**config.mk**
```make
export PLATFORM = sky130hd
export DESIGN_NAME = rsc_front
export DESIGN_NICKNAME = d
export VERILOG_FILES = /design/src/rsc_pkg.sv /design/src/rsc_front.sv
export SDC_FILE = /design/constraint.sdc
export NUM_CORES = 1
export LEC_CHECK = 0
export ABC_AREA = 1
export BUFFER_PORTS_ARGS = -buffer_cell sky130_fd_sc_hd__buf_2
export CAP_MARGIN = 20
export CORE_UTILIZATION = 47
export DETAILED_ROUTE_END_ITERATION = 8
export GPL_TIMING_DRIVEN = 1
export PLACE_DENSITY_LB_ADDON = 0.12
export SLEW_MARGIN = 20
export SYNTH_ARGS = -nofsm -noshare
export SYNTH_HDL_FRONTEND = slang
export SYNTH_SLANG_ARGS = --single-unit
```
**constraint.sdc**
```tcl
create_clock -name clk -period 9.59 [get_ports clk]
set_input_delay 2.877 -clock clk [delete_from_list [all_inputs] [get_ports clk]]
set_output_delay 2.877 -clock clk [all_outputs]
set_load 0.01 [all_outputs]
```
**src/rsc_pkg.sv**
```systemverilog
// Shared types and constants for the Rabbit stream cipher block.
package rsc_pkg;

  typedef enum logic [1:0] {
    ACT_PROCESS = 2'd0,
    ACT_KEY     = 2'd1,
    ACT_IV      = 2'd2,
    ACT_NONE    = 2'd3
  } action_t;

  typedef enum logic [1:0] {
    REG_KEY_LOW  = 2'd0,
    REG_KEY_HIGH = 2'd1,
    REG_IV       = 2'd2
  } reg_index_t;

  typedef enum logic [2:0] {
    ST_IDLE,
    ST_CTR,
    ST_MIX,
    ST_FINISH,
    ST_OUT
  } eng_state_t;

  typedef struct packed {
    action_t     action;
    logic [31:0] word0;
    logic [31:0] word1;
    logic [31:0] word2;
    logic [31:0] word3;
  } cmd_t;

  typedef logic [7:0][31:0] words_t;

  localparam logic [31:0] CtrInc0 = 32'h4D34D34D;
  localparam logic [31:0] CtrInc1 = 32'hD34D34D3;
  localparam logic [31:0] CtrInc2 = 32'h34D34D34;
  localparam logic [31:0] MaskHi  = 32'hFFFF0000;
  localparam logic [31:0] MaskLo  = 32'h0000FFFF;
  localparam logic [1:0]  SetupRounds = 2'd3;

  function automatic logic [31:0] ctr_inc(input logic [2:0] j);
    logic [31:0] r;
    unique case (j)
      3'd0, 3'd3, 3'd6: r = CtrInc0;
      3'd1, 3'd4, 3'd7: r = CtrInc1;
      default:          r = CtrInc2;
    endcase
    return r;
  endfunction

  function automatic logic [31:0] rotl16(input logic [31:0] v);
    return {v[15:0], v[31:16]};
  endfunction

  function automatic logic [31:0] rotl8(input logic [31:0] v);
    return {v[23:0], v[31:24]};
  endfunction

endpackage

```
**src/rsc_front.sv**
```systemverilog
// Input front end: takes stream items, drops unused codes, two-entry queue.
module rsc_front (
  input  logic          clk,
  input  logic          rst,
  input  logic          in_valid,
  output logic          in_ready,
  input  rsc_pkg::cmd_t in_cmd,
  output logic          q_valid,
  input  logic          q_take,
  output rsc_pkg::cmd_t q_cmd
);
  import rsc_pkg::*;

  cmd_t       slot [2];
  logic       rd_ptr, wr_ptr;
  logic [1:0] count;
  logic       push, pop;

  assign in_ready = (count != 2'd2);
  assign push     = in_valid && in_ready && (in_cmd.action != ACT_NONE);
  assign q_valid  = (count != 2'd0);
  assign pop      = q_valid && q_take;
  assign q_cmd    = slot[rd_ptr];

  always_ff @(posedge clk) begin
    if (push) begin
      slot[wr_ptr] <= in_cmd;
    end
    if (rst) begin
      rd_ptr <= 1'b0;
      wr_ptr <= 1'b0;
      count  <= 2'd0;
    end else begin
      if (push) wr_ptr <= ~wr_ptr;
      if (pop)  rd_ptr <= ~rd_ptr;
      count <= count + {1'b0, push} - {1'b0, pop};
    end
  end
endmodule

```
# After elaboration in Yosys (flattened, before gate mapping)
# Memory sizes are Yosys's and may differ from the RTL's. A register that Yosys moved wholly into a read port is not among the register bits.
# Index checks and enable logic that the tools add are counted.
# word_totals
ram_bits,260
regBits,4
wordCells,18
n_memories,1
output_inout_bits,132
# op_classes
n_addsub,2
n_eq_ne,2
reduce_logical,4
n_bitwise,2
mux,4
# mem_list
memory,depth,width,rd,rd_ports_with_merged_regs,write_ports,line_no,source
slot,2,130,1,1,1,rsc_front.sv:14,cmd_t slot [2];
# ops
cell,count
$mux 1,4
$ne 2x2->1 const B,2
$logic_and 1x1->1,3
$add 2x1->2,1
$not 1->1,2
$reduce_bool 2->1,1
$sub 2x1->2,1

# Longest topological paths before layout
# depth
depth_word,5
mapped_depth,11
depth_no_buf,11

# Worst setup path after synthesis
# OpenSTA, ideal clock, no wires.
# synth_timing
kind,input to register
start,input in_cmd[128] (netlist name)
end,"memory slot[0][0] (netlist name), enable pin"
arrival_ns,8.479
setup_ns,0.621
stages,3
slack_ns,0.490
path_cell_list,nand2_1 > nand3_1 > nor2_1
# synth_via
elab_chain_cells,4
# synth_rtl
element,line_no,source
start: declaration,rsc_front.sv:7,"input rsc_pkg::cmd_t in_cmd,"
$ne 2x2->1,rsc_front.sv:20,assign push = in_valid && in_ready && (in_cmd.action != ACT_NONE);
$logic_and 1x1->1,rsc_front.sv:20,
$mux 1,rsc_front.sv:26,if (push) begin
$mux 1 (implied by the code),rsc_front.sv:27,slot[wr_ptr] <= in_cmd;
end: declaration,rsc_front.sv:14,
# Every way passes these cells.

==> impl_metrics.yaml <==
clocking:
  cts_root_buffer: "clkbuf_16"
  clockBufferDepth: 3
  clk_latency_ns: 0.51
  cts_max_level: 1
  cts_setup_buffers: 0
  post_cts_resized: 0
  numCtsBuffers: 27
  path_clk_slew_ns: 0.06
  hold_buffers: 0
  cts_tree: "done"
  clock-sinks: 265
sta:
  finalWorstSetupSlack_ns: 3.77
  max_freq_mhz: 172
  hold_viol: 0
  period_needed_ns: 5.82
  rsz0062_at_grt: "false"
  finalCritPeriodShare_pct: 60.6
  tns_ns: 0
  whs_ns: 0.511
  tightest_slew_ns: 1.03
  skew_ns: 0.00495
  setup-violations-final: 0
  relSlewSlack_pct: 31.2
  slew_viol_final: 0
logic_synthesis:
  syn-num-nets: 579
  ys_ff_latch: 265
  yosysSeqAreaShare_pct: 81.8
  async_flop_share_pct: 0
  yosysMostFrequentCell: "edfxtp_1"
  avgSynthCellArea_um2: 21.8
  synth_flop_cell: "edfxtp_1"
  mappedNetlistArea_um2: 9660
  synth.distinct_cells: 14
  synth_edf_count: 260
  yosys-top-cells-count: "edfxtp_1, mux2_2, buf_6, inv_1, nand2_1"
  ys_top_cells_by_area: "edfxtp_1, mux2_2, buf_6"
  yosysWarnings: 0
  synth_top_area_share_pct: 80.8
  synth_area_leader_cell: "edfxtp_1"
  syn_inst: 443
global_routing:
  grt_use_total_pct: 17.1
  met2_usage_pct: 29.3
  grt_pass1_vias: 5239
  grt_pass1_wl_um: 27900
  grt_max_degree: 74
  overflow: 0
  met3_usage_pct: 5.83
  grtUsageMet1_pct: 19.9
  antenna_found_initial: 6
  busiest_layer: "met2"
power_and_ir_drop:
  p_per_area_nw_per_um2: 254
  p_sw_share_pct: 25.2
  clkPwrFrac_pct: 32.3
  p_int_mw: 2.30
  p_leak_nw: 4.50
  peakVddDrop_mv: 0.156
  p_switching_uw: 776
  pwr-share-seq_pct: 48.1
  combPwrFrac_pct: 19.6
die:
  num_rows: 52
  die_h_um: 145
  ios: 266
  core_area_um2: 20200
  die_area_um2: 21100
  die_w_um: 145
  start_util_pct: 47.9
min_path:
  holdPathStages: 2
  hold_end: "rd_ptr"
  hp-start: "rd_ptr"
  hold_class: "reg -> reg"
setup_path:
  cp_data_required_time_ns: 6.71
  critPathArrivalTime_ns: 2.94
  start_kind: "register"
  worstSetupPathType: "reg -> out"
  r2r_cells: 5
  crit_path_max_fanout: 66
  r2r-end: "slot[1][70]"
  slowest_delay_ns: 0.91
  regToRegSetupSlack_ns: 6.92
  cp-end-kind: "output pin"
  cp_cell_sequence: "buf_4 -> mux2_2 -> buf_2"
  critPathSlowestCell: "dfxtp_4"
  r2r-start: "count[0]"
run_status:
  status: "finished, final reports clean"
place:
  place_hpwl_um: 11800
  pre_cts_slack_ns: 4.24
  gp_congestion: 0.802
  port_buffers: 265
routing:
  drt_iter0_drc: 263
  ant_nets: 0
  routed_via_density: 4.87
  routedWlPerCell_um: 18.1
  route.detailed.drc: 0
  wirelength_um: 18400
  firstDrtPassIters: 4
  num_vias: 4963
job:
  drv_cap: 0
layout:
  final-seq-area_um2: 7910
  syn_to_final_growth_pct: 25.1
  drive_gt1_share_pct: 58.7
  nets: 863
  fillers: 1592
  multiInputGateArea_um2: 1590
==> layer usage <==
metal	up-vias	part of all wire, %
met5	-	0.043
met1	2420	38
met2	189	50
li1	2313	-
met3	39	9.0
met4	2	3.1
==> placed cells by master (no fill, tap or decap) <==
cell type  count
buf_4          4
dfxtp_4        1
nor2_4         1
bufinv_16      3
clkinv_1       5
clkinv_2       6
inv_4          1
buf_2        265
dfxtp_1        4
nand2_1        9
nor2_1         6
mux2_2       130
a21oi_1        1
clkbuf_16     27
clkbuf_1       7
nand3_1        3
o21a_1         1
diode_2        4
nand4_1        1
edfxtp_1     260
ha_1           2
inv_1          9
==> critical path: cells and delay by family (launching register included) <==
| kind | cells | cell delay [ns] |
|---|---|---|
| buf+inv | 2 | 0.94 |
| flops | 1 | 0.91 |
| mux | 1 | 0.44 |
==> how the worst max path moves through the flow <==
stage,to,slack [ns],cells past startpoint
after floorplan,slot[0][0],0.49,3
after CTS,q_cmd[15],3.68,3
final,q_cmd[3],3.77,3
after detailed placement,q_cmd[15],4.24,3
after global routing,q_cmd[3],3.58,3
after global placement,q_cmd[15],4.29,3
==> sequential cells by signal (all words and copies together), names as in the netlist, named ones only <==
signal and flops:
rd_ptr 1, count 2, slot 260, wr_ptr 1
==> power by group through the flow <==
stage / Clock (mW) / Sequential [mW] / Combinational (mW)
detailed placement: 0 / 1.51 / 0.609
finish: 0.994 / 1.48 / 0.604
floorplan: 0 / 1.48 / 0.415
CTS: 1.02 / 1.48 / 0.615
global placement: 0 / 1.50 / 0.601
global route: 1.06 / 1.49 / 0.650
==> stage by stage <==
| step | util [%] | std cells | area, µm² | power (mW) |
|---|---|---|---|---|
| detailed placement | 55.7 | 968 | 11200 | 2.11 |
| global placement | 55.7 | 968 | 11200 | 2.10 |
| finish | 59.9 | 1020 | 12100 | 3.08 |
| global route | 59.9 | 1019 | 12100 | 3.21 |
| floorplan | - | 443 | 9660 | 1.90 |
| CTS | 59.9 | 1016 | 12100 | 3.12 |
==> kinds of logic (layout without fill, tap and decap cells) <==
group / Yosys count / in the layout / share of synthesized area (%)
fa+ha+maj: 2 / 2 / 0.259
simple gates: 20 / 20 / 0.842
buf+inv: 24 / 327 / 1.79
compound gates: 2 / 2 / 0.129
flops: 265 / 265 / 81.8
other cells: 0 / 4 / 0
mux: 130 / 130 / 15.1
==> final cells by class <==
type	count	area share, %
Sequential cell	265	65.5
Inverter	10	0.331
Antenna cell	4	0.0828
Clock inverter	14	1.15
Multi-Input combinational cell	154	13.2
Tap cell	270	2.80
Timing Repair Buffer	269	11.2
Clock buffer	34	5.81
No activity file was read; power rests on OpenSTA's default activity.
